--- config.mk ---
export PLATFORM = sky130hd
export DESIGN_NAME = ltc_back
export DESIGN_NICKNAME = d
export VERILOG_FILES = /design/src/rtl/ltc_pkg.sv /design/src/rtl/ltc_back.sv
export SDC_FILE = /design/constraint.sdc
export NUM_CORES = 2
export LEC_CHECK = 0
export BUFFER_PORTS_ARGS = -buffer_cell sky130_fd_sc_hd__buf_4
export CAP_MARGIN = 10
export CORE_MARGIN = 4
export CORE_UTILIZATION = 39
export DETAILED_ROUTE_END_ITERATION = 8
export HOLD_SLACK_MARGIN = 0.12
export MAX_ROUTING_LAYER = met4
export SYNTH_ARGS = -nofsm -noshare
export SYNTH_HDL_FRONTEND = slang
export SYNTH_MEMORY_MAX_BITS = 65536
export SYNTH_SLANG_ARGS = --single-unit
--- constraint.sdc ---
create_clock -name clk -period 3.94 [get_ports clk]
set_input_delay 0.591 -clock clk [delete_from_list [all_inputs] [get_ports clk]]
set_output_delay 0.591 -clock clk [all_outputs]
set_load 0.02 [all_outputs]
--- src/rtl/ltc_pkg.sv ---
`timescale 1ns / 1ps
// ----------------------------------------------------------------------------
// ltc_pkg
// Shared types and codes for the loop trip count block.
// ----------------------------------------------------------------------------
package ltc_pkg;

  localparam logic [2:0] KIND_EQ = 3'd0;
  localparam logic [2:0] KIND_NE = 3'd1;
  localparam logic [2:0] KIND_LT = 3'd2;
  localparam logic [2:0] KIND_LE = 3'd3;
  localparam logic [2:0] KIND_GT = 3'd4;
  localparam logic [2:0] KIND_GE = 3'd5;

  localparam int unsigned DIV_W = 32;
  localparam int unsigned QDEPTH = 2;

  // Classified request as handed from the front end to the divider.
  typedef struct packed {
    logic              bypass;      // result settled without a division
    logic              bypass_known;
    logic [DIV_W-1:0]  num;
    logic [DIV_W-1:0]  den;
    logic              add1;
    logic              exact;       // remainder must be zero
  } cls_t;

endpackage

--- src/rtl/ltc_back.sv ---
`timescale 1ns / 1ps
// ----------------------------------------------------------------------------
// ltc_back
// Pipelined restoring divider, one quotient bit per stage, then the
// final count adjustment and range check.
// ----------------------------------------------------------------------------
module ltc_back (
  input  logic          clk,
  input  logic          rst_n,
  input  logic          in_vld,
  input  ltc_pkg::cls_t cls,
  output logic          out_vld_r,
  output logic          known_r,
  output logic [30:0]   count_r
);

  localparam int unsigned N = ltc_pkg::DIV_W;

  logic [N:0]    vld_r;
  ltc_pkg::cls_t st_r    [N+1];
  logic [N-1:0]  rem_r   [N+1];
  logic [N-1:0]  quo_r   [N+1];
  ltc_pkg::cls_t st_nxt  [N+1];
  logic [N-1:0]  rem_nxt [N+1];
  logic [N-1:0]  quo_nxt [N+1];
  logic [N:0]    sh      [1:N];
  logic [N:0]    diff    [1:N];

  logic [N:0]    cnt;
  logic          known_nxt;
  logic [30:0]   count_nxt;

  always_comb begin
    st_nxt[0]  = cls;
    rem_nxt[0] = '0;
    quo_nxt[0] = '0;
    for (int k = 1; k <= N; k++) begin
      sh[k]         = {rem_r[k-1], st_r[k-1].num[N-1]};
      diff[k]       = sh[k] - {1'b0, st_r[k-1].den};
      st_nxt[k]     = st_r[k-1];
      st_nxt[k].num = {st_r[k-1].num[N-2:0], 1'b0};
      if (!diff[k][N]) begin
        rem_nxt[k] = diff[k][N-1:0];
        quo_nxt[k] = {quo_r[k-1][N-2:0], 1'b1};
      end else begin
        rem_nxt[k] = sh[k][N-1:0];
        quo_nxt[k] = {quo_r[k-1][N-2:0], 1'b0};
      end
    end
  end

  always_ff @(posedge clk) begin
    if (!rst_n) vld_r <= '0;
    else        vld_r <= {vld_r[N-1:0], in_vld};
    for (int k = 0; k <= N; k++) begin
      st_r[k]  <= st_nxt[k];
      rem_r[k] <= rem_nxt[k];
      quo_r[k] <= quo_nxt[k];
    end
  end

  assign cnt = {1'b0, quo_r[N]} + {{N{1'b0}}, st_r[N].add1};

  always_comb begin
    known_nxt = 1'b0;
    count_nxt = '0;
    if (st_r[N].bypass) begin
      known_nxt = st_r[N].bypass_known;
    end else if (cnt[N:31] == '0 && !(st_r[N].exact && rem_r[N] != '0)) begin
      known_nxt = 1'b1;
      count_nxt = cnt[30:0];
    end
  end

  always_ff @(posedge clk) begin
    if (!rst_n) out_vld_r <= 1'b0;
    else        out_vld_r <= vld_r[N];
    known_r <= known_nxt;
    count_r <= count_nxt;
  end

endmodule

# Yosys cells after proc, flatten, opt, wreduce, memory -nomap -nowiden
# Memory sizes are Yosys's and may differ from the RTL's.
# Index checks and enable logic that the tools add are counted.
[word_totals]
latchBits = 0
input_bits = 71
ff_bits = 66
mem_bits_rw = 4356
out_inout_bits = 33
memories = 3
wordCells = 113
mem_bits_ro = 0
[op_classes]
mux = 66
shifts = 0
n_eq_ne = 0
multipliers = 0
add_sub_neg = 33
n_div = 0
n_reduce_logical = 6
n_lt_le_gt_ge = 0
bitwise = 1
[memory_table]
columns = ["name", "words", "word_bits", "read_ports", "rd_ports_with_merged_regs", "write_ports", "line_no", "text"]
rows = [
  ["st_r", 33, 68, 33, 0, 33, "ltc_back.sv:20", "ltc_pkg::cls_t st_r [N+1];"],
  ["quo_r", 33, 32, 33, 0, 33, "ltc_back.sv:22", "logic [N-1:0] quo_r [N+1];"],
  ["rem_r", 33, 32, 33, 0, 33, "ltc_back.sv:21", "logic [N-1:0] rem_r [N+1];"],
]
[ops]
columns = ["cell", "count"]
rows = [
  ["subtractor 33 x 32 -> 33 bit", 32],
  ["two-way mux 32 bit", 32],
  ["two-way mux 1 bit", 34],
  ["adder 32 x 1 -> 33 bit", 1],
  ["nonzero test 32 bit", 1],
  ["logical AND 1 bit", 2],
  ["logical NOT 2 bit", 1],
  ["OR reduction 2 bit", 1],
  ["logical NOT 1 bit", 1],
  ["inverter 1 bit", 1],
]

# Depth between registers and ports, before layout
# An unclocked memory read counts as a cell.
[logic_depth]
ltp_word = 7
mapped_depth = 16

# Worst setup path before layout
# OpenSTA, ideal clock, no wires.
[synth_timing]
path_kind = "flip-flop to flip-flop"
from = "memory st_r[2][269] (netlist bit)"
to = "memory rem_r[2][136] (netlist bit)"
required_time_ns = 3.819
arrival_time_ns = 3.514
path_slack_ns = 0.305
n_path_buf = 1
period_less_slack_ns = 3.635
stages_incl_launch_ff = 15
path_cell_list = "dfxtp_1 -> inv_1 -> ha_1 -> fa_1 -> nand2b_1 -> a21oi_1 -> o21ai_0 -> nor4bb_1 -> o31ai_1 -> a31oi_1 -> a211o_1 -> a31oi_2 -> xor2_2 -> buf_4 -> mux2_2"
[synth_rtl]
columns = ["item", "line_no"]
rows = [
  ["start, declared", "ltc_back.sv:20"],
  ["end, declared", "ltc_back.sv:21"],
]

==> impl_metrics.json <==
{
  "outcome": "finished clean",
  "skew_ps": 61.9,
  "synth_ff_type": "dfxtp_1",
  "core-area_um2": 334000,
  "setup.worst_path.end_class": "flip-flop",
  "cp-start-kind": "flip-flop",
  "netlist.area_leader.share_pct": 50.4,
  "drive_gt1_share_pct": 14.2,
  "synth_area_leaders": "dfxtp_1, ha_1, mux2_2",
  "die_h_um": 588,
  "synth_cells": 12700,
  "syn2layout_area_growth_pct": 17.0,
  "clkSlewWorstSetupHoldPaths_ps": 60,
  "cts_buffers": 338,
  "rsz0062_at_grt": "true",
  "fin_util_pct": 45.9,
  "critPathKind": "reg2reg",
  "min_period_ps": 3880,
  "die_x_um": 588,
  "synth-xor-area-share_pct": 5.97,
  "synth.avg_cell_area_um2": 10.4,
  "p_per_area_nw_per_um2": 994,
  "clock_latency_ps": 920,
  "synthMuxAreaShare_pct": 6.84,
  "grt_pass1_vias": 86600,
  "clockBufferDepth": 4,
  "ys_ff_latch": 3302,
  "hold_path_class": "reg2reg",
  "synth_top_family_by_area": "compound AO/OA/AOI/OAI gates",
  "max_freq_ghz": 0.258,
  "yosysMostFrequentCell": "dfxtp_1",
  "clockRootBuffer": "clkbuf_16",
  "grt_max_degree": 50,
  "grt_pass1_wl_um": 449000,
  "synth_simple_gate_area_share_pct": 8.34,
  "htree_levels": 5,
  "synth-async-reset-ratio_pct": 0,
  "slowest_stage": "a211o_1",
  "synth_top_area_cell": "dfxtp_1",
  "crit_path_max_fanout": 16,
  "port_buffers": 103,
  "report.final.hold_viol_count": 0,
  "syn-cell-area_um2": 131000,
  "synth-seq-area-share_pct": 50.4,
  "synth_edf_count": 0,
  "fin_crit_sh_pct": 98.4,
  "drt_wl_total_um": 284000,
  "cap_violations": 0,
  "setup_tns_ps": 0,
  "timing.critical_path.cells": "inv_1 > ha_1 > fa_2 > nand2b_4 > a21oi_4 > o21ai_2 > nor4bb_2 > o31ai_1 > buf_4 > a31oi_1 > a211o_1 > a31oi_4 > xor2_4 > buf_12 > clkbuf_16 > mux2_2",
  "die_area_um2": 345000,
  "wl_per_cell_um": 15.8,
  "worstPathRequired_ps": 4730,
  "place_hpwl_um": 215000,
  "drc": 0,
  "fin_cells": 18000,
  "avgViaCountPerCell": 4.83,
  "postRouteAntennaNets": 0,
  "cts_tree": "done",
  "core.rowCount": 212,
  "io_pins": 104,
  "final_max_slew_viol_count": 0,
  "finalNetCount": 14400,
  "dr.pass1.iters": 5,
  "overflow": 0,
  "cts_num_sinks": 3302,
  "synth_commonest_cells": "dfxtp_1, inv_1, ha_1",
  "synth_cell_type_count": 100,
  "yosys_warnings": 0,
  "initial_core_util_pct": 39.2,
  "num_vias": 86800,
  "max_stage_delay_ps": 400,
  "ir_drop_v": 0.000464,
  "antenna_found_initial": 10,
  "relSlewSlack_pct": 35.5,
  "synth_fa_ha_area_share_pct": 9.98,
  "gp_congestion": 0.908,
  "leakagePower_nw": 70.6,
  "track_usage_pct": 16.1,
  "tightest_slew_ps": 965,
  "cp.arrival_ps": 4670,
  "drt_iter0_drc": 4105,
  "synth_compound_area_share_pct": 14.0,
  "place_inst": 17200,
  "finalSetupViolCount": 0
}
-- cell type report --
class | instances | area [µm²]
Antenna cell | 33 | 82.6
Sequential cell | 3302 | 66100
Inverter | 1246 | 4680
Multi-Input combinational cell | 7859 | 60200
Clock inverter | 141 | 1960
Fill cell | 31200 | 181000
Timing Repair Buffer | 562 | 5310
Clock buffer | 461 | 9580
Tap cell | 4387 | 5490
-- critical path, delay by kind of cell (launching register included) --
family	cells	cell delay, ps
AO/OA/AOI/OAI	6	1390
buffers and inverters	4	550
adder cells (fa/ha/maj)	2	570
flip-flops	1	340
AND/OR/NAND/NOR	2	370
multiplexers	1	330
XOR/XNOR	1	180
-- power breakdown --
part	leakage, nW	internal (W)	switching (W)
combinational	37.1	0.0363	0.0351
clock	5.63	0.0192	0.0133
sequential	27.8	0.0432	0.00541
total	70.6	0.0987	0.0538
-- sequential cells by signal (all words and copies together), names as in the netlist --
register,flops
quo_r,528
known_r,1
out_vld_r,1
rem_r,1024
st_r,1684
vld_r,33
count_r,31
-- stage by stage --
stage | setup WS (ps) | power, W | hold WS (ps) | instance area, µm²
after floorplan | 305 | 0.0990 | 310 | 131000
after global placement | -541 | 0.116 | 310 | 139000
after detailed placement | -536 | 0.117 | 312 | 139000
after CTS | -27.0 | 0.151 | 220 | 152000
after global routing | -28.4 | 0.163 | 261 | 153000
final | 61.6 | 0.152 | 272 | 153000
-- layer usage --
metal  track usage, %  wire (µm)  vias to the layer above
li1                 -          -                    44900
met2             29.6     145000                     1329
met5                -          0                        -
met1             17.6     117000                    40000
met4             6.66      13100                        0
met3             1.89       8720                      624
-- worst paths after layout --
check | from | end | slack [ps] | depth (start not counted)
hold reg to reg | quo_r[0][585]$_DFF_P_ | quo_r[0][618]$_DFF_P_ | 270 | 0
hold / removal | quo_r[0][585]$_DFF_P_ | quo_r[0][618]$_DFF_P_ | 270 | 0
setup / recovery | st_r[2][269]$_DFF_P_ | rem_r[2][159]$_DFF_P_ | 60 | 16
setup reg to reg | st_r[2][269]$_DFF_P_ | rem_r[2][159]$_DFF_P_ | 60 | 16
-- layout by cell type, fill, tap and decap left out, drive strengths merged, types with 99 or more instances in the layout --
master  Yosys  routed
o21ai     630     630
nor2b     144     144
nor2      575     575
nand2     680     680
mux2      720     720
a21o      528     528
nand3     185     185
a21oi     791     791
nand4      99      99
xor2      335     335
dfxtp    3302    3302
nand2b    140     140
inv      1246    1261
clkbuf    176     473
xnor2     553     553
o21a      149     149
ha        996     996
buf        83     479
nor3      111     111
-- logic make-up after synthesis --
| kind of cell | count (synthesis) |
|---|---|
| muxes | 803 |
| other | 1 |
| AOI/OAI and AO/OA | 2836 |
| adders and majority gates | 1027 |
| and+or+nand+nor | 2290 |
| xor gates and xnor gates | 888 |
| buffers and inverters | 1505 |
| DFF | 3302 |
-- repair_timing --
item | 4_1_cts | 5_1_grt
endpoints found under the setup margin | 322 | 747
gates resized for setup | 37 | 142
gates cloned | 6 | 15
endpoints found under the hold margin | 102 | 0
pin swaps | 13 | 59
setup buffers | 9 | 30
hold buffers | 71 | 0
(Power assumes the default switching activity.)
