File: src/rtl/ltc_pkg.sv
`timescale 1ns / 1ps
// ----------------------------------------------------------------------------
// ltc_pkg
// Shared types and codes for the loop trip count block.
// ----------------------------------------------------------------------------
package ltc_pkg;

  localparam logic [2:0] KIND_EQ = 3'd0;
  localparam logic [2:0] KIND_NE = 3'd1;
  localparam logic [2:0] KIND_LT = 3'd2;
  localparam logic [2:0] KIND_LE = 3'd3;
  localparam logic [2:0] KIND_GT = 3'd4;
  localparam logic [2:0] KIND_GE = 3'd5;

  localparam int unsigned DIV_W = 32;
  localparam int unsigned QDEPTH = 2;

  // Classified request as handed from the front end to the divider.
  typedef struct packed {
    logic              bypass;      // result settled without a division
    logic              bypass_known;
    logic [DIV_W-1:0]  num;
    logic [DIV_W-1:0]  den;
    logic              add1;
    logic              exact;       // remainder must be zero
  } cls_t;

endpackage

File: src/rtl/ltc_front.sv
`timescale 1ns / 1ps
// ----------------------------------------------------------------------------
// ltc_front
// Classifies a request and prepares the unsigned division operands.
// ----------------------------------------------------------------------------
module ltc_front (
  input  logic               clk,
  input  logic               rst_n,
  input  logic               acc,
  input  logic [2:0]         kind,
  input  logic signed [31:0] s,
  input  logic signed [31:0] l,
  input  logic signed [31:0] d,
  output logic               vld_r,
  output ltc_pkg::cls_t      cls_r
);

  logic signed [32:0] span;
  logic signed [32:0] nspan;
  logic [31:0]        den;
  logic [31:0]        mag;
  ltc_pkg::cls_t      cls_nxt;

  assign span  = {l[31], l} - {s[31], s};
  assign nspan = -span;
  assign den   = d[31] ? (~d + 32'd1) : d;
  assign mag   = span[32] ? nspan[31:0] : span[31:0];

  always_comb begin
    cls_nxt = '0;
    cls_nxt.den = den;
    cls_nxt.bypass = 1'b1;
    case (kind)
      ltc_pkg::KIND_LT: begin
        if (d == 0) cls_nxt.bypass_known = 1'b0;
        else if (!(s < l)) cls_nxt.bypass_known = 1'b1;
        else if (d < 0) cls_nxt.bypass_known = 1'b0;
        else begin
          cls_nxt.bypass = 1'b0;
          cls_nxt.num = span[31:0] - 32'd1;
          cls_nxt.add1 = 1'b1;
        end
      end
      ltc_pkg::KIND_LE: begin
        if (d == 0) cls_nxt.bypass_known = 1'b0;
        else if (!(s <= l)) cls_nxt.bypass_known = 1'b1;
        else if (d < 0) cls_nxt.bypass_known = 1'b0;
        else begin
          cls_nxt.bypass = 1'b0;
          cls_nxt.num = span[31:0];
          cls_nxt.add1 = 1'b1;
        end
      end
      ltc_pkg::KIND_GT: begin
        if (d == 0) cls_nxt.bypass_known = 1'b0;
        else if (!(s > l)) cls_nxt.bypass_known = 1'b1;
        else if (d > 0) cls_nxt.bypass_known = 1'b0;
        else begin
          cls_nxt.bypass = 1'b0;
          cls_nxt.num = nspan[31:0] - 32'd1;
          cls_nxt.add1 = 1'b1;
        end
      end
      ltc_pkg::KIND_GE: begin
        if (d == 0) cls_nxt.bypass_known = 1'b0;
        else if (!(s >= l)) cls_nxt.bypass_known = 1'b1;
        else if (d > 0) cls_nxt.bypass_known = 1'b0;
        else begin
          cls_nxt.bypass = 1'b0;
          cls_nxt.num = nspan[31:0];
          cls_nxt.add1 = 1'b1;
        end
      end
      ltc_pkg::KIND_NE: begin
        if (d == 0) cls_nxt.bypass_known = 1'b0;
        else if (s == l) cls_nxt.bypass_known = 1'b1;
        else if (span[32] != d[31]) cls_nxt.bypass_known = 1'b0;
        else begin
          cls_nxt.bypass = 1'b0;
          cls_nxt.num = mag;
          cls_nxt.exact = 1'b1;
        end
      end
      default: cls_nxt.bypass_known = 1'b0;
    endcase
  end

  always_ff @(posedge clk) begin
    if (!rst_n) vld_r <= 1'b0;
    else        vld_r <= acc;
    cls_r <= cls_nxt;
  end

endmodule

File: config.mk
export PLATFORM = sky130hd
export DESIGN_NAME = ltc_front
export DESIGN_NICKNAME = d
export VERILOG_FILES = /design/src/rtl/ltc_pkg.sv /design/src/rtl/ltc_front.sv
export SDC_FILE = /design/constraint.sdc
export NUM_CORES = 1
export LEC_CHECK = 0
export BUFFER_PORTS_ARGS = -buffer_cell sky130_fd_sc_hd__buf_2
export CELL_PAD_IN_SITES_DETAIL_PLACEMENT = 2
export CELL_PAD_IN_SITES_GLOBAL_PLACEMENT = 2
export CORE_MARGIN = 5
export CORE_UTILIZATION = 31
export CTS_BUF_LIST = sky130_fd_sc_hd__clkbuf_8
export CTS_CLUSTER_DIAMETER = 60
export DETAILED_ROUTE_END_ITERATION = 6
export GPL_TIMING_DRIVEN = 0
export PLACE_DENSITY_LB_ADDON = 0.12
export SLEW_MARGIN = 25
export SYNTH_ARGS = -nofsm -noshare
export SYNTH_HDL_FRONTEND = slang
export SYNTH_SLANG_ARGS = --single-unit
export TNS_END_PERCENT = 10
File: constraint.sdc
create_clock -name clk -period 7.41 [get_ports clk]
set_input_delay 1.1115 -clock clk [delete_from_list [all_inputs] [get_ports clk]]
set_output_delay 1.1115 -clock clk [all_outputs]
set_load 0.02 [all_outputs]
* Word-level counts from Yosys, hierarchy flattened *
Index checks and enable logic that the tools add are counted.

cells by class
  add/sub/neg operators = 5
  $mul = 0
  div/mod/pow operators = 0
  $lt $le $gt $ge = 6
  eq/ne operators = 7
  shift operators = 0
  mux-type cells = 55
  bitwise gates (word level) = 2
  reductions and logical operators = 2

operators by type and width
  operator                                                                        number
  32-bit 2-to-1 mux                                                               16
  32-bit case mux with 5 select lines                                             1
  32-bit by 1-bit subtractor with 32-bit output (second input constant)           2
  1-bit 2-to-1 mux                                                                34
  32-bit by 32-bit subtractor with 33-bit output                                  1
  32-bit by 1-bit adder with 32-bit output (second input constant)                1
  32-bit == test                                                                  1
  32-bit >= comparator                                                            1
  32-bit by 1-bit > comparator with 1-bit output (second input constant)          1
  32-bit > comparator                                                             1
  32-bit <= comparator                                                            1
  32-bit logical NOT                                                              1
  32-bit by 1-bit less-than comparator with 1-bit output (second input constant)  1
  32-bit less-than comparator                                                     1
  32-bit negator                                                                  1
  32-bit inverter                                                                 1
  31-bit 2-to-1 mux                                                               1
  1-bit case mux with 5 select lines                                              2
  3-bit by 2-bit == test with 1-bit output (second input constant)                2
  3-bit == test (second input constant)                                           2
  1-bit case mux with 4 select lines                                              1
  3-bit by 1-bit == test with 1-bit output (second input constant)                1
  3-bit OR reduction                                                              1
  1-bit != test                                                                   1
  1-bit inverter                                                                  1

word-level totals
  bits in registers = 69
  latch bits = 0
  memory bits (writable) = 0
  bits in read-only memories = 0
  input port bits = 102
  output and inout port bits = 69
  memories kept = 0

* Depth between registers and ports, before layout *
Gate-level depths: netlist of the first run.

  word-level depth = 7
  gate-level depth with buffers = 19
  gate-level depth less buffers = 15

* Worst setup path before layout of the first run *
No wires, ideal clock.

  path type = input-to-reg
  from = input l[0]
  to = register cls_r[65] (netlist name)
  library setup time = 0.122 ns
  arrival = 5.509 ns
  data required time = 7.288 ns
  path slack = 1.779 ns
  cell stages on the path = 16
  path buffers = 2
  path through = inv_1 > ha_1 > fa_1 > xor2_1 > nand3_1 > a211oi_2 > nand4_1 > buf_2 > or3_1 > buf_6 > or4_4 > a211oi_4 > o22ai_2 > nor4_2 > mux2_1 > a221o_1

RTL lines
  item                  line             text
  start, declared       ltc_front.sv:12  input logic signed [31:0] l,
  end signal, assigned  ltc_front.sv:91  cls_r <= cls_nxt;
  end, declared         ltc_front.sv:15  output ltc_pkg::cls_t cls_r

==> results of run 1 <==
metal layers:
metal  GRT usage  vias up
li1            -     4002
met1       0.274     4021
met2       0.389      197
met3      0.0231       26
met4      0.0507        0
met5           0        -
synth_stat cells (4+ instances only):
cell / n / area [µm²]
a211o_1: 5 / 43.8
a211oi_1: 10 / 75.1
a21o_1: 8 / 60.1
a21oi_1: 60 / 300
a22o_1: 5 / 43.8
a31oi_1: 10 / 62.6
and2_1: 15 / 93.8
and3_1: 12 / 75.1
and4_1: 5 / 43.8
buf_2: 4 / 20.0
clkbuf_1: 34 / 128
dfxtp_1: 69 / 1380
ha_1: 35 / 438
inv_1: 45 / 169
mux2_2: 4 / 45.0
mux2i_1: 7 / 70.1
nand2_1: 107 / 402
nand2b_1: 6 / 37.5
nand3_1: 24 / 120
nand4_1: 15 / 93.8
nor2_1: 77 / 289
nor2b_1: 12 / 75.1
nor3_1: 42 / 210
nor4_1: 17 / 106
o2111ai_1: 4 / 35.0
o211a_1: 4 / 40.0
o211ai_1: 16 / 120
o21a_1: 11 / 82.6
o21ai_0: 69 / 345
o21ai_1: 5 / 25.0
o221ai_1: 13 / 114
o22ai_1: 13 / 81.3
o31a_1: 4 / 35.0
o31ai_1: 16 / 120
o41ai_1: 4 / 35.0
or2_2: 7 / 43.8
or3_1: 18 / 113
or4_1: 12 / 90.1
xnor2_1: 72 / 631
xor2_1: 18 / 158
area by class of cell:
cell class,count,area share
plain buffers,43,0.0216
clock inverters,7,0.00932
well taps,285,0.0415
multi-input cells,830,0.634
inverters,45,0.0197
repair buffers,169,0.0985
clock buffers,9,0.0144
flip-flops and latches,69,0.161
sequential cells by signal, summed over array words and instances (netlist names):
signal  flops
cls_r      68
vld_r       1
worst min-delay path by stage:
stage | startpoint | endpoint
3_3_place_gp | d[0] | cls_r[2]$_DFF_P_
4_1_cts | d[0] | cls_r[2]$_DFF_P_
6_report | d[0] | cls_r[2]$_DFF_P_
3_5_place_dp | d[0] | cls_r[2]$_DFF_P_
5_1_grt | d[0] | cls_r[2]$_DFF_P_
2_1_floorplan | d[0] | cls_r[2]$_DFF_P_
power groups by stage:
stage	clock, W	sequential (W)	combinational, W
finish	0.000317	0.000441	0.000777
global route	0.000348	0.000448	0.000851
CTS	0.000334	0.000442	0.000778
detailed placement	0	0.000451	0.000772
global placement	0	0.000447	0.000752
floorplan	0	0.000525	0.000453
metrics by stage:
stage | util | area (µm²) | hold WS (ns)
floorplan | - | 7170 | 1.14
global placement | 0.369 | 8380 | 1.23
detailed placement | 0.369 | 8380 | 1.24
CTS | 0.378 | 8580 | 0.852
global route | 0.378 | 8590 | 0.854
finish | 0.378 | 8590 | 0.884
kinds of logic after synthesis:
| family | Yosys count | share of synthesized area |
|---|---|---|
| buf+inv | 88 | 0.0494 |
| mux | 12 | 0.0176 |
| xor+xnor | 91 | 0.112 |
| simple gates | 390 | 0.279 |
| fa+ha+maj | 36 | 0.0638 |
| flops | 69 | 0.193 |
| compound gates | 301 | 0.286 |
==> metrics, run 1 <==
Core Area 22700 µm²; worst slack, placed 0.711 ns; Worst-Margin Slew 1.06 ns; type of destination of the critical path register; Die Area 26300 µm²; number of max-cap violations 0; met3 routed WL 1030 µm; max_slew headroom 0.283; Hold Crit Class in -> reg; pin count of the biggest net entering global routing 15; Seq/Total Area, Yosys 0.193; clk sinks 69; routed length per instance 20.0 µm; Sw Pwr 0.000673 W; gp weighted congestion 0.832; drt first pass iters 5; Yosys cell types 86; WL met1 13300 µm; Max Root-Sink Buffers 2; Crit path largest cell delay 0.66 ns; I/O pin cnt 171; syn avg cell area 7.27 µm²; cts hold-fix bufs 0; Power Density 179 nW/µm²; initial core utilization 0.316; min cycle time layout 6.53 ns; Post-Synthesis Net Count 1125; vias in the first global route 8605; postcts setup bufs 0; first-pass GRT wire length 46400 µm; Post-synth top flop dfxtp_1; worst hold path depth 1; CP arrival 6.76 ns; die width 162 µm; Worst Setup Path Type in -> reg; TritonCTS Buffers 9; drt initial violations 280; Rows 55; placed cell count 1441; post-DP HPWL 24000 µm; Final Slew Violations 0; Comb pwr share 0.506; Required @ worst endpoint 7.64 ns; worst-path cell chain buf_2, ha_1, fa_1, xor2_1, nand3_1, a211oi_2, nand4_1, buf_2, or4_1, nor4_1, and3_1, xor2_2, nor4_2, mux2_1, a221o_1; Clock power frac 0.207; CP delay by family, top simple AND/OR/NAND/NOR gates; filler instances 2804; Via Count 8246; nets 1305; commonest non-fill, non-tap cell in the layout buf_2; die height 162 µm; total power 0.00153 W; PortBufs 169; fmax 153 MHz; critical path launch point s[0]; DRC violations left 0; Peak VDD IR 0.0691 mV; layout cells sized above 1 0.198; initial antenna violation count 0; run status finished clean; WP depth 15; Leak 3.52 nW; Crit path top cell by count buf_2; Final Cycle Share 0.881; met2 routed WL 14300 µm; sequential power share 0.287; RSZ-0062 raised after global routing no; Slowest cell on crit path xor2_1; Worst Setup Start Kind primary input; Buffers & Inverters on Critical Path 2; Routed Antenna Nets 0; yosys warns 0; Syn-to-layout area delta 19.7%; drt via density 5.66; FFs w/ async S/R, synth 0; CTS tree yes; setup ws final 0.884 ns; Yosys reg bits 69; H-tree depth 3; Clk pin slew, worst setup/hold paths 0.09 ns; Cell Area, Synth 7170 µm²; crit path capture cls_r[65]$_DFF_P_; Final Hold Vio Count 0; crit-path max FO 10; area occupied by multi-input gates 5450 µm²; total length of routed wires 29100 µm; uppermost layer routed met4; Post-CTS Resized 0; Cell Count, Final, Fillers Out 1457; Post-Syn Instances 987; Sum Neg Setup Slack 0 ns; sw frac 0.438; internal power 0.000862 W; gr usage total 0.215; Overflow after GRT 0; flip-flop and latch area 1380 µm²; n_diodes 0; highest-count cells in the layout ignoring fill and taps buf_2 (173), nand2_1 (107), nor2_1 (77); Post-synth EDFFs 0; root buf cell clkbuf_8; endpoints failing setup 0
No activity file was read; power rests on OpenSTA's default activity.
==> inputs of run 2 (changes only) <==
--- a/config.mk
+++ b/config.mk
@@ -6,10 +6,11 @@
 export NUM_CORES = 1
 export LEC_CHECK = 0
 export BUFFER_PORTS_ARGS = -buffer_cell sky130_fd_sc_hd__buf_2
+export CAP_MARGIN = 20
 export CELL_PAD_IN_SITES_DETAIL_PLACEMENT = 2
 export CELL_PAD_IN_SITES_GLOBAL_PLACEMENT = 2
 export CORE_MARGIN = 5
-export CORE_UTILIZATION = 31
+export CORE_UTILIZATION = 28
 export CTS_BUF_LIST = sky130_fd_sc_hd__clkbuf_8
 export CTS_CLUSTER_DIAMETER = 60
 export DETAILED_ROUTE_END_ITERATION = 6
==> constraint.sdc (replaced) <==
create_clock -name clk -period 5.9 [get_ports clk]
set_input_delay 0.885 -clock clk [delete_from_list [all_inputs] [get_ports clk]]
set_output_delay 0.885 -clock clk [all_outputs]
set_load 0.02 [all_outputs]
==> run 2 against run 1 <==
  * Cell count rose by 3.6%
  * Global-route usage down 2.0 points
  * Clock power rose by 44%
  * Non-clock buffer count is 7 higher
  * Sequential power rose by 25%
  * Utilization shrank 2.8 points
  * Highest routed layer unchanged
  * Critical path type unchanged
  * Wire length is 1.1% higher
  * Clock-buffer cell count is the same
  * Die area is 10% higher
==> metrics, run 2 (same netlist as run 1, synthesis figures left out) <==
highest-count cells in the layout ignoring fill and taps buf_2 (173), nand2_1 (107), nor2_1 (77); n_diodes 0 (unchanged); worst-path cell chain buf_2, ha_1, fa_1, nor2b_1, o21a_2, xor2_1, a211oi_4, nand4_1, buf_2, or3_1, buf_6, or4_4, a211oi_4, o22ai_2, nor4_2, mux2_1, a221o_1; Overflow after GRT 0 (unchanged); Rows 58 (+5.5%); Power Density 227 nW/µm² (+27%); crit-path max FO 10 (unchanged); run status finished clean; CTS tree yes; pin count of the biggest net entering global routing 15 (unchanged); initial antenna violation count 0 (unchanged); fmax 178 MHz; post-DP HPWL 24300 µm (+0.92%); PortBufs 169 (unchanged); gp weighted congestion 0.829 (-0.34%); type of destination of the critical path register; Die Area 28900 µm² (+10%); clk sinks 69 (unchanged); filler instances 3083 (+10%); DRC violations left 0 (unchanged); die height 170 µm (+4.9%); Via Count 8265 (+0.23%); Slowest cell on crit path or4_4; Sum Neg Setup Slack 0 ns (unchanged); Final Hold Vio Count 0 (unchanged); max reg flops 68 (unchanged); layout cells sized above 1 0.213 (+0.0149); DP Area 8440 µm² (+0.73%); RSZ-0062 raised after global routing no; Worst-Margin Slew 1.18 ns (+0.118 ns); Required @ worst endpoint 6.14 ns (-1.50 ns); Routed Antenna Nets 0 (unchanged); Syn-to-layout area delta 22.9%; initial core utilization 0.285 (-0.0310); min cycle time layout 5.61 ns; drt via density 5.48 (-3.2%); commonest non-fill, non-tap cell in the layout buf_2; nets 1312 (+0.54%); cell area after layout 8820 µm² (+2.7%); routed length per instance 19.5 µm (-2.4%); Core Area 25200 µm² (+11%); Max Root-Sink Buffers 2 (unchanged); Clk pin slew, worst setup/hold paths 0.09 ns (about the same); Final Slew Violations 0 (unchanged); gr usage total 0.195 (-0.0198); endpoints failing setup 0 (unchanged); Worst Setup Start Kind primary input; Final Cycle Share 0.952; max_slew headroom 0.207 (-0.0758); TritonCTS Buffers 9 (unchanged); I/O pin cnt 171 (unchanged); number of max-cap violations 0 (unchanged); H-tree depth 3 (unchanged); Crit path largest cell delay 0.54 ns (-0.12 ns); total length of routed wires 29400 µm (+1.1%); biggest registers after layout cls_r x68, vld_r x1; drt first pass iters 5 (unchanged); vias in the first global route 8431 (-2.0%); die width 170 µm (+4.9%); root buf cell clkbuf_8; Peak VDD IR 0.106 mV (+54%); drt initial violations 412 (+47%); Worst Setup Path Type in -> reg; first-pass GRT wire length 46200 µm (-0.25%); Leak 3.60 nW (+2.2%); Largest Register cls_r; cts hold-fix bufs 0 (unchanged); Hold Crit Class in -> reg; CP arrival 5.86 ns (-0.90 ns)
[run 2: cell types whose count changed in the layout (fill, tap and decap cells not counted), moves of 2 or more]
cell,previous run,this run
a21oi_2,0,3
a21oi_1,60,57
buf_4,1,8
nor4_1,17,15
xor2_1,18,16
[run 2: what timing repair did]
item,CTS,global route
endpoints found under the setup margin,1,2
pin swaps,1,3
setup buffers,2,5
resized for setup,3,15
[run 2: worst paths after layout]
| kind | cells after the start | from | endpoint | slack (ns) |
|---|---|---|---|---|
| worst max-delay path | 17 | s[0] | cls_r[65]$_DFF_P_ | 0.29 |
| worst min-delay path | 1 | d[0] | cls_r[2]$_DFF_P_ | 0.64 |
[run 2: layer usage]
| layer | track usage | vias to the layer above | part of all wire |
|---|---|---|---|
| met5 | 0 | - | 0 |
| met4 | 0.0399 | 0 | 0.014 |
| met3 | 0.0160 | 26 | 0.037 |
| met2 | 0.335 | 189 | 0.46 |
| met1 | 0.269 | 4020 | 0.48 |
| li1 | - | 4030 | - |
[run 2: final cells by class]
type	count	area [µm²]	share of cell area
Clock inverter	7	105	0.0119
Timing Repair Buffer	176	898	0.102
Multi-Input combinational cell	830	5540	0.628
Sequential cell	69	1380	0.157
Tap cell	330	413	0.0468
Inverter	45	169	0.0192
Buffer	43	186	0.0211
Clock buffer	9	124	0.0140
[run 2: critical path, delay by kind of cell]
| kind | cells | cell delay, ns |
|---|---|---|
| fa+ha+maj | 2 | 0.71 |
| xor+xnor | 1 | 0.22 |
| simple gates | 5 | 1.78 |
| buf+inv | 3 | 0.49 |
| compound gates | 5 | 1.40 |
| mux | 1 | 0.35 |
[run 2: metrics by stage]
stage                     setup slack (ns)  total power, W  utilization  std cells  hold slack, ns
after floorplan                      0.496         0.00123            -        987           0.913
after global placement              -0.547         0.00151        0.335       1486            1.00
after detailed placement            -0.599         0.00154        0.335       1486            1.01
after CTS                           0.0904         0.00201        0.346       1504           0.622
after global routing                0.0557         0.00214        0.350       1509           0.635
final                                0.285         0.00200        0.350       1509           0.640
[run 2: power by group]
group	leakage (nW)	internal [W]	switching [W]
clock network	0.112	0.000245	0.000210
registers	0.577	0.000537	0.0000156
logic	2.91	0.000352	0.000641
total	3.60	0.00113	0.000867
