### src/rtl/ltc_pkg.sv
`timescale 1ns / 1ps
// ----------------------------------------------------------------------------
// ltc_pkg
// Shared types and codes for the loop trip count block.
// ----------------------------------------------------------------------------
package ltc_pkg;

  localparam logic [2:0] KIND_EQ = 3'd0;
  localparam logic [2:0] KIND_NE = 3'd1;
  localparam logic [2:0] KIND_LT = 3'd2;
  localparam logic [2:0] KIND_LE = 3'd3;
  localparam logic [2:0] KIND_GT = 3'd4;
  localparam logic [2:0] KIND_GE = 3'd5;

  localparam int unsigned DIV_W = 32;
  localparam int unsigned QDEPTH = 2;

  // Classified request as handed from the front end to the divider.
  typedef struct packed {
    logic              bypass;      // result settled without a division
    logic              bypass_known;
    logic [DIV_W-1:0]  num;
    logic [DIV_W-1:0]  den;
    logic              add1;
    logic              exact;       // remainder must be zero
  } cls_t;

endpackage

### src/rtl/ltc_queue.sv
`timescale 1ns / 1ps
// ----------------------------------------------------------------------------
// ltc_queue
// Two-entry queue between the classifier and the divider pipeline.
// ----------------------------------------------------------------------------
module ltc_queue (
  input  logic          clk,
  input  logic          rst_n,
  input  logic          push,
  input  ltc_pkg::cls_t wdata,
  output logic          full,
  output logic          pop,
  output ltc_pkg::cls_t rdata
);

  ltc_pkg::cls_t mem_r [ltc_pkg::QDEPTH];
  logic          wp_r, wp_nxt, rp_r, rp_nxt;
  logic [1:0]    cnt_r, cnt_nxt;

  // The divider takes a request every cycle, so the head leaves at once.
  assign pop   = (cnt_r != 2'd0);
  assign full  = (cnt_r == 2'(ltc_pkg::QDEPTH));
  assign rdata = mem_r[rp_r];

  always_comb begin
    wp_nxt  = push ? ~wp_r : wp_r;
    rp_nxt  = pop ? ~rp_r : rp_r;
    cnt_nxt = cnt_r + {1'b0, push} - {1'b0, pop};
  end

  always_ff @(posedge clk) begin
    if (!rst_n) begin
      wp_r  <= 1'b0;
      rp_r  <= 1'b0;
      cnt_r <= 2'd0;
    end else begin
      wp_r  <= wp_nxt;
      rp_r  <= rp_nxt;
      cnt_r <= cnt_nxt;
    end
    if (push) mem_r[wp_r] <= wdata;
  end

endmodule

### config.mk
export PLATFORM = sky130hd
export DESIGN_NAME = ltc_queue
export DESIGN_NICKNAME = d
export VERILOG_FILES = /design/src/rtl/ltc_pkg.sv /design/src/rtl/ltc_queue.sv
export SDC_FILE = /design/constraint.sdc
export NUM_CORES = 1
export LEC_CHECK = 0
export BUFFER_PORTS_ARGS = -buffer_cell sky130_fd_sc_hd__buf_4
export CAP_MARGIN = 20
export CORE_ASPECT_RATIO = 0.75
export CORE_UTILIZATION = 52
export CTS_BUF_LIST = sky130_fd_sc_hd__clkbuf_16
export DETAILED_ROUTE_END_ITERATION = 8
export PLACE_DENSITY_LB_ADDON = 0.3
export SLEW_MARGIN = 20
export SYNTH_ARGS = -nofsm -noshare
export SYNTH_HDL_FRONTEND = slang
export SYNTH_SLANG_ARGS = --single-unit
### constraint.sdc
create_clock -name clk -period 5.29 [get_ports clk]
set_input_delay 0.7935 -clock clk [delete_from_list [all_inputs] [get_ports clk]]
set_output_delay 0.7935 -clock clk [all_outputs]
set_load 0.05 [all_outputs]
# [Word-level counts from Yosys, hierarchy flattened]
# Memory sizes are Yosys's and may differ from the RTL's. A register that Yosys moved wholly into a read port is not among the register bits.
# Cells that the tools add are included.
[word_totals] regBits=4 mem_bits_rw=136 out_inout_bits=70 elab_cells=14 n_memories=1
[mem_list] name="mem_r" depth=2 word_bits=68 read_ports=1 rd_clocked_by_memory_dff=1 write_ports=1 line="ltc_queue.sv:16" rtl="ltc_pkg::cls_t mem_r [ltc_pkg::QDEPTH];"
[classes] n_addsub=2 eq_ne=1 muxes=4 bitwise_logic=2 reduce_logical=1
[op_table] operator="$mux 1" n=4
[op_table] operator="$add 2x1->2" n=1
[op_table] operator="$eq 2x2->1 const B" n=1
[op_table] operator="$not 1->1" n=2
[op_table] operator="$reduce_bool 2->1" n=1
[op_table] operator="$sub 2x1->2" n=1

# [Longest topological paths before layout]
# Gate-level depths: netlist of run 1.
[logic_depth] word_depth=3 mapped_depth=4

# [Worst setup path after synthesis of run 1]
# Ideal clock, no wire load.
[synth_timing] path_kind="input-to-reg" from="in push" to="mem mem_r[0][0] (netlist bit) (enable)" setup_time_ps=503 arrival_ps=3810 required_ps=4787 path_slack_ps=977 cell_stages=1 cell_sequence="nor2b_1"
[synth_between] elab_chain_cells=2
[synth_rtl] element="start, declared" line="ltc_queue.sv:9" rtl="input logic push,"
[synth_rtl] element="$mux 1" line="ltc_queue.sv:41" rtl="if (push) mem_r[wp_r] <= wdata;"
[synth_rtl] element="$mux 1 (not written as such)" line="ltc_queue.sv:41"
[synth_rtl] element="end, declared" line="ltc_queue.sv:16"
# Every way passes these cells.

==> results of run 1 <==
## cell type report
cell class | instances | area (um^2)
Clock buffer | 17 | 425.4
Multi-Input combinational cell | 85 | 962.2
Clock inverter | 15 | 130.1
Fill cell | 620 | 2768
Timing Repair Buffer | 141 | 1059
Sequential cell | 141 | 4188
Tap cell | 132 | 165.2
## per-stage QoR
step                utilization, %  hold WS (ns)  power, mW
CTS                          71.46        0.5350      2.837
detailed placement           65.73        0.5272      1.726
finish                       71.46        0.5305      2.809
global placement             65.73        0.5190      1.719
global route                 71.46        0.5503      2.892
floorplan                        -        0.4945      1.595
## critical path: stages, from the launching register on
cell     delay, ns
dfxtp_4       1.00
mux2_2        0.44
buf_4         0.19
## placed cells by master (no fill, tap or decap), drive strengths merged, types with 2 or more instances in the layout
cell and n:
and2 2, and3 2, buf 141, bufinv 2, clkbuf 17, clkinv 10, dfxtp 5, edfxtp 136
inv 2, mux2 68, nand2 2, nor2b 4
## sequential cells by signal, indices dropped and copies added, names as in the netlist, named ones only
register and count:
cnt_r 2, mem_r 136, rp_r 1, wp_r 1
## power by group through the flow
stage	combinational, mW	clock, mW	sequential [mW]
finish	0.384	1.11	1.32
floorplan	0.271	0	1.32
global placement	0.382	0	1.34
detailed placement	0.386	0	1.34
CTS	0.388	1.13	1.32
global route	0.401	1.17	1.32
## cells by family (layout without fill, tap and decap cells)
kind of cell,after synthesis,in the layout,share of synthesized area (%)
AO/OA/AOI/OAI,2,2,0.2402
adder cells (fa/ha/maj),1,1,0.2402
flip-flops,141,141,80.33
AND/OR/NAND/NOR,13,13,1.465
buffers and inverters,8,173,1.393
multiplexers,69,69,16.33
## routing by layer
| metal | vias to the layer above | track usage [%] | wire length [um] |
|---|---|---|---|
| met4 | 0 | 8.159 | 146 |
| met2 | 109 | 28.29 | 4267 |
| met3 | 17 | 7.668 | 709 |
| met5 | - | 0 | 0 |
| met1 | 1266 | 20.94 | 3736 |
| li1 | 1228 | - | - |
## path summary, 6_finish.rpt
kind | start | end | slack (ns) | depth (start not counted)
max | flop | rdata[18] | 2.39 | 2
min reg2reg | cnt_r[1]$_SDFF_PN0_ | cnt_r[1]$_SDFF_PN0_ | 0.53 | 2
min | cnt_r[1]$_SDFF_PN0_ | cnt_r[1]$_SDFF_PN0_ | 0.53 | 2
max reg2reg | wp_r$_SDFFE_PN0P_ | mem_r[0][15]$_DFFE_PP_ | 3.27 | 2
==> results.ini, run 1 <==
[run]
cap_violations = 0

[global_routing]
gr-total-overflow = 0
grt_pass1_wl_mm = 13.37
globalRouteTotalUtil_pct = 17.61
grt_pass1_vias = 2635
grt_max_degree = 69
antenna_found_initial = 0

[sta]
setup_ws_ns = 2.392
maxSlewViolCount = 0
worstMarginPinSlew_ns = 1.034
fmax_ghz = 0.3451
finalHoldViolCount = 0
fin_crit_sh_pct = 54.78
grt_setup_unrepaired = no
setup_viol = 0
slew_headroom_pct = 31.08
fin_setup_tns_ns = 0
finClkSkew_ns = 0.004143
period_minus_slack_ns = 2.898

[die]
fp.coreArea_um2 = 9697
rows = 31
die_h_um = 88.68
ios = 141
start_util_pct = 53.72
die_w_um = 117.6
die-area_um2 = 10430

[drt]
drcViolationCount = 0
antenna_left = 0
wirelength_mm = 8.861
wl_per_cell_um = 16.69
drtIter0Drc = 103
vias = 2620
dr.pass1.iters = 5
vias_per_cell = 4.934

[cts]
clkLatencyLatePin_ns = 0.40
postCtsSetupBuffers = 0
htreeDepth = 4
cts_max_path_buffers = 2
clock-root-buffer = clkbuf_16
cts_tree = yes
clkTransAtPathRegs_ns = 0.05
postCtsHoldBufs = 0
cts_buffers = 17
cts_resized = 0
clock-sinks = 141

[synth]
ys.flop_type = edfxtp_1
syn_inst = 234
yosys_warnings = 0
ys_types = 18
syn_avg_cell_area_um2 = 22.26
yosysTopAreaCell = edfxtp_1
synthTopCellsByArea = edfxtp_1 (78%), mux2_2 (10%), mux2_4 (5.8%)
synth-edff-count = 136
yosys.cell_count.top_type = edfxtp_1
synth-seq-cells = 141
yosys-top-cells-count = edfxtp_1 (136), mux2_2 (48), mux2_4 (20)
synth.net_count = 306
synth.cell_area_um2 = 5209
ys_seq_area_share_pct = 80.33
synthArstFlopShare_pct = 0
synth_top_cell_area_share_pct = 78.40

[pwr]
internal-power_mw = 2.117
p_per_area_nw_per_um2 = 405.4
p_leak_nw = 2.670
power.switching_uw = 692.4
ir_worst_vdd_mv = 0.3186
pwr-share-seq_pct = 46.9
p_sw_share_pct = 24.64
p_comb_share_pct = 13.7
pwr-share-clk_pct = 39.5

[outcome]
status = finished, final reports clean

[worst_setup_path]
end_kind = output port
crit_arrival_ns = 2.10
crit_type = flop to output port
cp_max_fo = 68
cp.required_ns = 4.50
cp-start-kind = flop

[cells_and_area]
area_growth_pct = 33.03
final_nets = 458
instances_no_fill = 531
drive_gt1_share_pct = 60.40
diodes = 0
fin_area_um2 = 6929

[place]
placed_cells = 499
gp_congestion = 0.6892
placed_cell_area_um2 = 6374
dp_hpwl_mm = 5.358
dp_slack_ns = 2.599
portBuffers = 140

[hold_path]
min_path_type = flop to flop

(Power assumes the default switching activity.)
==> inputs of run 2 (changes only) <==
==> constraint.sdc (replaced) <==
create_clock -name clk -period 2.9 [get_ports clk]
set_input_delay 0.435 -clock clk [delete_from_list [all_inputs] [get_ports clk]]
set_output_delay 0.435 -clock clk [all_outputs]
set_load 0.05 [all_outputs]
==> results.ini, run 2 (same netlist as run 1, synthesis figures left out) <==
[die]
fp.coreArea_um2 = 9697  ; unchanged
die-area_um2 = 10430  ; unchanged
die_w_um = 117.6  ; unchanged
ios = 141  ; unchanged
die_h_um = 88.68  ; unchanged
rows = 31  ; unchanged
start_util_pct = 53.72  ; unchanged

[cells_and_area]
fin_util_pct = 72.27  ; +0.81 points
final_nets = 460  ; +0.44%
largest_reg_flops = 136  ; unchanged
drive_gt1_share_pct = 60.60  ; +0.20 points
reg_top3 = mem_r (136), cnt_r (2)
layout_common_cells = buf_4 (140), edfxtp_1 (136), mux2_2 (48)
final_common_cell = buf_4
fillers = 638  ; +2.9%
area.sequential_um2 = 4188  ; unchanged
diodes = 0  ; unchanged
multiInputGateArea_um2 = 962.2  ; unchanged
top_register = mem_r
area_growth_pct = 34.54

[outcome]
status = finished, final reports clean

[worst_setup_path]
max_stage_delay_ns = 0.53  ; -0.47 ns
cp-start-kind = flop
path_buf_inv = 2  ; +1
cp.required_ns = 2.47  ; -2.03 ns
crit_chain = buf_12 -> mux2_2 -> buf_4
crit_arrival_ns = 1.90  ; -0.20 ns
slowest_stage = dfxtp_4
crit_type = flop to output port
crit_family = flip-flops
end_kind = output port
cp_max_fo = 48  ; -29%

[drt]
vias_per_cell = 4.981  ; +0.96%
antenna_left = 0  ; unchanged
drcViolationCount = 0  ; unchanged
dr.pass1.iters = 4  ; -1
vias = 2655  ; +1.3%
drtIter0Drc = 155  ; +50%
wirelength_mm = 9.207  ; +3.9%
wl_per_cell_um = 17.27  ; +3.5%

[cts]
cts_max_path_buffers = 2  ; unchanged
postCtsSetupBuffers = 0  ; unchanged
clkLatencyLatePin_ns = 0.40  ; about the same
htreeDepth = 4  ; unchanged
clkTransAtPathRegs_ns = 0.06  ; about the same
postCtsHoldBufs = 0  ; unchanged
cts_buffers = 17  ; unchanged
cts_tree = yes
clock-root-buffer = clkbuf_16
cts_resized = 0  ; unchanged
clock-sinks = 141  ; unchanged

[pwr]
ir_worst_vdd_mv = 0.4750  ; +49%
p_per_area_nw_per_um2 = 744.6  ; +84%
p_leak_nw = 2.697  ; +1.0%
power_mw = 5.218  ; +86%

[place]
dp_slack_ns = 1.001  ; -1.598 ns
portBuffers = 140  ; unchanged
dp_hpwl_mm = 5.572  ; +4.0%
gp_congestion = 0.7294  ; +5.8%

[sta]
fin_setup_tns_ns = 0  ; unchanged
fin_crit_sh_pct = 80.50
setup_viol = 0  ; unchanged
maxSlewViolCount = 0  ; unchanged
period_minus_slack_ns = 2.335
setup_ws_ns = 0.5654  ; -1.827 ns
finClkSkew_ns = 0.006795  ; +0.002652 ns
fmax_ghz = 0.4283
worstMarginPinSlew_ns = 0.4623  ; -0.5714 ns
worst_hold_slack_ns = 0.2108  ; -0.3197 ns
slew_headroom_pct = 69.18  ; +38 points
grt_setup_unrepaired = no
finalHoldViolCount = 0  ; unchanged

[global_routing]
grt_max_degree = 70  ; +1.4%
gr-total-overflow = 0  ; unchanged
grt_pass1_vias = 2638  ; +0.11%
globalRouteTotalUtil_pct = 18.05  ; +0.44 points
grt_pass1_wl_mm = 13.57  ; +1.5%
antenna_found_initial = 0  ; unchanged

[run]
cap_violations = 0  ; unchanged

[hold_path]
min_path_type = primary input to flop

[run 2: changes by cell type in the layout (fill, tap and decap cells not counted)]
| cell | delta |
|---|---|
| inv_6 | -1 |
| clkinvlp_4 | +2 |
| clkinv_1 | -1 |
| clkinv_2 | -2 |
| buf_4 | -1 |
| buf_12 | +3 |
| bufinv_16 | +1 |
| inv_1 | +1 |
[run 2: path summary, 6_finish.rpt]
check / from / end / slack [ns] / cells after the start
min reg2reg: cnt_r[1]$_SDFF_PN0_ / cnt_r[1]$_SDFF_PN0_ / 0.54 / 2
max: flop / rdata[20] / 0.57 / 3
min: wdata[5] / mem_r[1][5]$_DFFE_PP_ / 0.21 / 1
max reg2reg: wp_r$_SDFFE_PN0P_ / mem_r[1][50]$_DFFE_PP_ / 1.42 / 2
[run 2: cell type report]
| cell class | instances | area share (%) |
|---|---|---|
| flip-flops and latches | 141 | 59.76 |
| well taps | 132 | 2.357 |
| repair buffers | 143 | 15.85 |
| clock buffers | 17 | 6.070 |
| clock inverters | 15 | 2.232 |
| multi-input cells | 85 | 13.73 |
[run 2: power by group]
part,switching (mW),internal (mW),leakage (nW)
logic,0.457,0.274,1.09
registers,0.0322,2.35,1.32
clock network,0.773,1.33,0.286
total,1.26,3.96,2.70
[run 2: per-layer routing]
layer / up-vias / GRT usage (%) / share of wire [%]
met2: 103 / 27.17 / 49
li1: 1235 / - / -
met5: - / 0 / 0
met4: 0 / 9.441 / 0.87
met3: 6 / 7.603 / 7.5
met1: 1311 / 22.72 / 43
[run 2: through the flow]
step                area [um^2]  cells
floorplan                  5211    234
global route               7008    533
detailed placement         6426    501
global placement           6426    501
CTS                        7008    533
finish                     7008    533
==> inputs of run 3 (changes only) <==
==> constraint.sdc (replaced) <==
create_clock -name clk -period 2.3 [get_ports clk]
set_input_delay 0.345 -clock clk [delete_from_list [all_inputs] [get_ports clk]]
set_output_delay 0.345 -clock clk [all_outputs]
set_load 0.05 [all_outputs]
==> results.ini, run 3 (same netlist as run 1, synthesis figures left out) <==
[outcome]
status = finished, final reports clean

[cells_and_area]
largest_reg_flops = 136  ; unchanged
drive_gt1_share_pct = 60.30  ; -0.30 points
final_nets = 464  ; +0.87%
fin_util_pct = 72.10  ; -0.17 points
final_common_cell = buf_4
layout_common_cells = buf_4 (144), edfxtp_1 (136), mux2_2 (48)
top_register = mem_r
area_growth_pct = 34.23
reg_top3 = mem_r (136), cnt_r (2)
diodes = 0  ; unchanged

[place]
dp_slack_ns = 0.5528  ; -0.4484 ns
gp_congestion = 0.7447  ; +2.1%
dp_hpwl_mm = 5.987  ; +7.4%
portBuffers = 140  ; unchanged

[sta]
maxSlewViolCount = 0  ; unchanged
setup_ws_ns = 0.1419  ; -0.4235 ns
worstMarginPinSlew_ns = 0.5814  ; +0.1191 ns
setup_viol = 0  ; unchanged
fin_crit_sh_pct = 93.83
fin_setup_tns_ns = 0  ; unchanged
slew_headroom_pct = 61.24  ; -7.9 points
finClkSkew_ns = 0.007391  ; +0.0005961 ns
grt_setup_unrepaired = no
fmax_ghz = 0.4634
finalHoldViolCount = 0  ; unchanged
period_minus_slack_ns = 2.158

[worst_setup_path]
cp.required_ns = 1.96  ; -0.51 ns
cp-start-kind = flop
crit_type = flop to output port
ff2ff_setup_slack_ns = 0.96  ; -0.46 ns
end_kind = output port
r2r_cells = 2  ; unchanged
crit_arrival_ns = 1.81  ; -0.09 ns
r2r_start = wp_r$_SDFFE_PN0P_
rr_endpoint = mem_r[1][24]$_DFFE_PP_
endpoint = rdata[0]
cp_max_fo = 26  ; -46%

[cts]
postCtsHoldBufs = 0  ; unchanged
clkLatencyLatePin_ns = 0.40  ; about the same
cts_tree = yes
cts_resized = 0  ; unchanged
htreeDepth = 4  ; unchanged
cts_max_path_buffers = 2  ; unchanged
clock-root-buffer = clkbuf_16
postCtsSetupBuffers = 0  ; unchanged
clock-sinks = 141  ; unchanged
clkTransAtPathRegs_ns = 0.05  ; about the same
cts_buffers = 17  ; unchanged

[global_routing]
grt_pass1_vias = 2625  ; -0.49%
grt_pass1_wl_mm = 13.46  ; -0.86%
gr-total-overflow = 0  ; unchanged
grt-busiest-layer = met2
gr-usage-met3_pct = 7.990  ; +0.39 points
grt_max_degree = 44  ; -37%
grt_use_met2_pct = 28.24  ; +1.1 points
use_met1_pct = 22.12  ; -0.61 points
antenna_found_initial = 0  ; unchanged
globalRouteTotalUtil_pct = 17.96  ; -0.090 points

[run]
cap_violations = 0  ; unchanged

[drt]
vias_per_cell = 4.944  ; -0.75%
drtIter0Drc = 172  ; +11%
antenna_left = 0  ; unchanged
drcViolationCount = 0  ; unchanged
wirelength_mm = 9.052  ; -1.7%
vias = 2645  ; -0.38%
dr.pass1.iters = 4  ; unchanged
wl_per_cell_um = 16.92  ; -2.1%

[die]
ios = 141  ; unchanged
start_util_pct = 53.72  ; unchanged
die-area_um2 = 10430  ; unchanged
die_w_um = 117.6  ; unchanged
fp.coreArea_um2 = 9697  ; unchanged
rows = 31  ; unchanged
die_h_um = 88.68  ; unchanged

[pwr]
ir_worst_vdd_mv = 0.6791  ; +43%
p_per_area_nw_per_um2 = 913.3  ; +23%
p_leak_nw = 2.701  ; +0.17%

[hold_path]
min_path_type = primary input to flop

[run 3: critical path: stages, from the launching register on]
cell,delay (ns)
dfxtp_4,0.57
buf_12,0.26
mux2_2,0.37
buf_4,0.19
[run 3: worst min path at each step]
stage	depth (start not counted)	endpoint	from
after floorplan	0	mem_r[0][0]$_DFFE_PP_	wdata[0]
after global placement	2	cnt_r[1]$_SDFF_PN0_	cnt_r[1]$_SDFF_PN0_
after detailed placement	1	mem_r[1][46]$_DFFE_PP_	wdata[46]
after CTS	1	mem_r[0][43]$_DFFE_PP_	wdata[43]
after global routing	1	mem_r[1][20]$_DFFE_PP_	wdata[20]
final	1	mem_r[1][46]$_DFFE_PP_	wdata[46]
[run 3: final cells by class]
cell class / instances / area [um^2]
flip-flops and latches: 141 / 4188
fillers: 622 / 2705
repair buffers: 147 / 1141
multi-input cells: 85 / 962.2
clock buffers: 17 / 425.4
well taps: 132 / 165.2
clock inverters: 13 / 110.1
[run 3: power breakdown]
| group | total, mW | internal, mW | switching [mW] |
|---|---|---|---|
| clock | 2.46 | 1.55 | 0.908 |
| sequential | 3.01 | 2.96 | 0.0424 |
| combinational | 0.924 | 0.350 | 0.574 |
| total | 6.39 | 4.86 | 1.53 |
[run 3: metal layers]
layer / part of all wire [%] / vias up
met2: 49 / 99
li1: - / 1244
met4: 0.88 / 0
met5: 0 / -
met3: 6.7 / 7
met1: 43 / 1295
[run 3: through the flow]
step                      total power, mW  cells  area, um^2  hold slack (ns)
after detailed placement            3.989    505        6456           0.5324
after global placement              3.969    505        6456           0.5196
final                               6.385    535        6992           0.1223
after CTS                           6.448    535        6992           0.1044
after floorplan                     3.663    234        5218           0.4439
after global routing                6.592    535        6992           0.1000
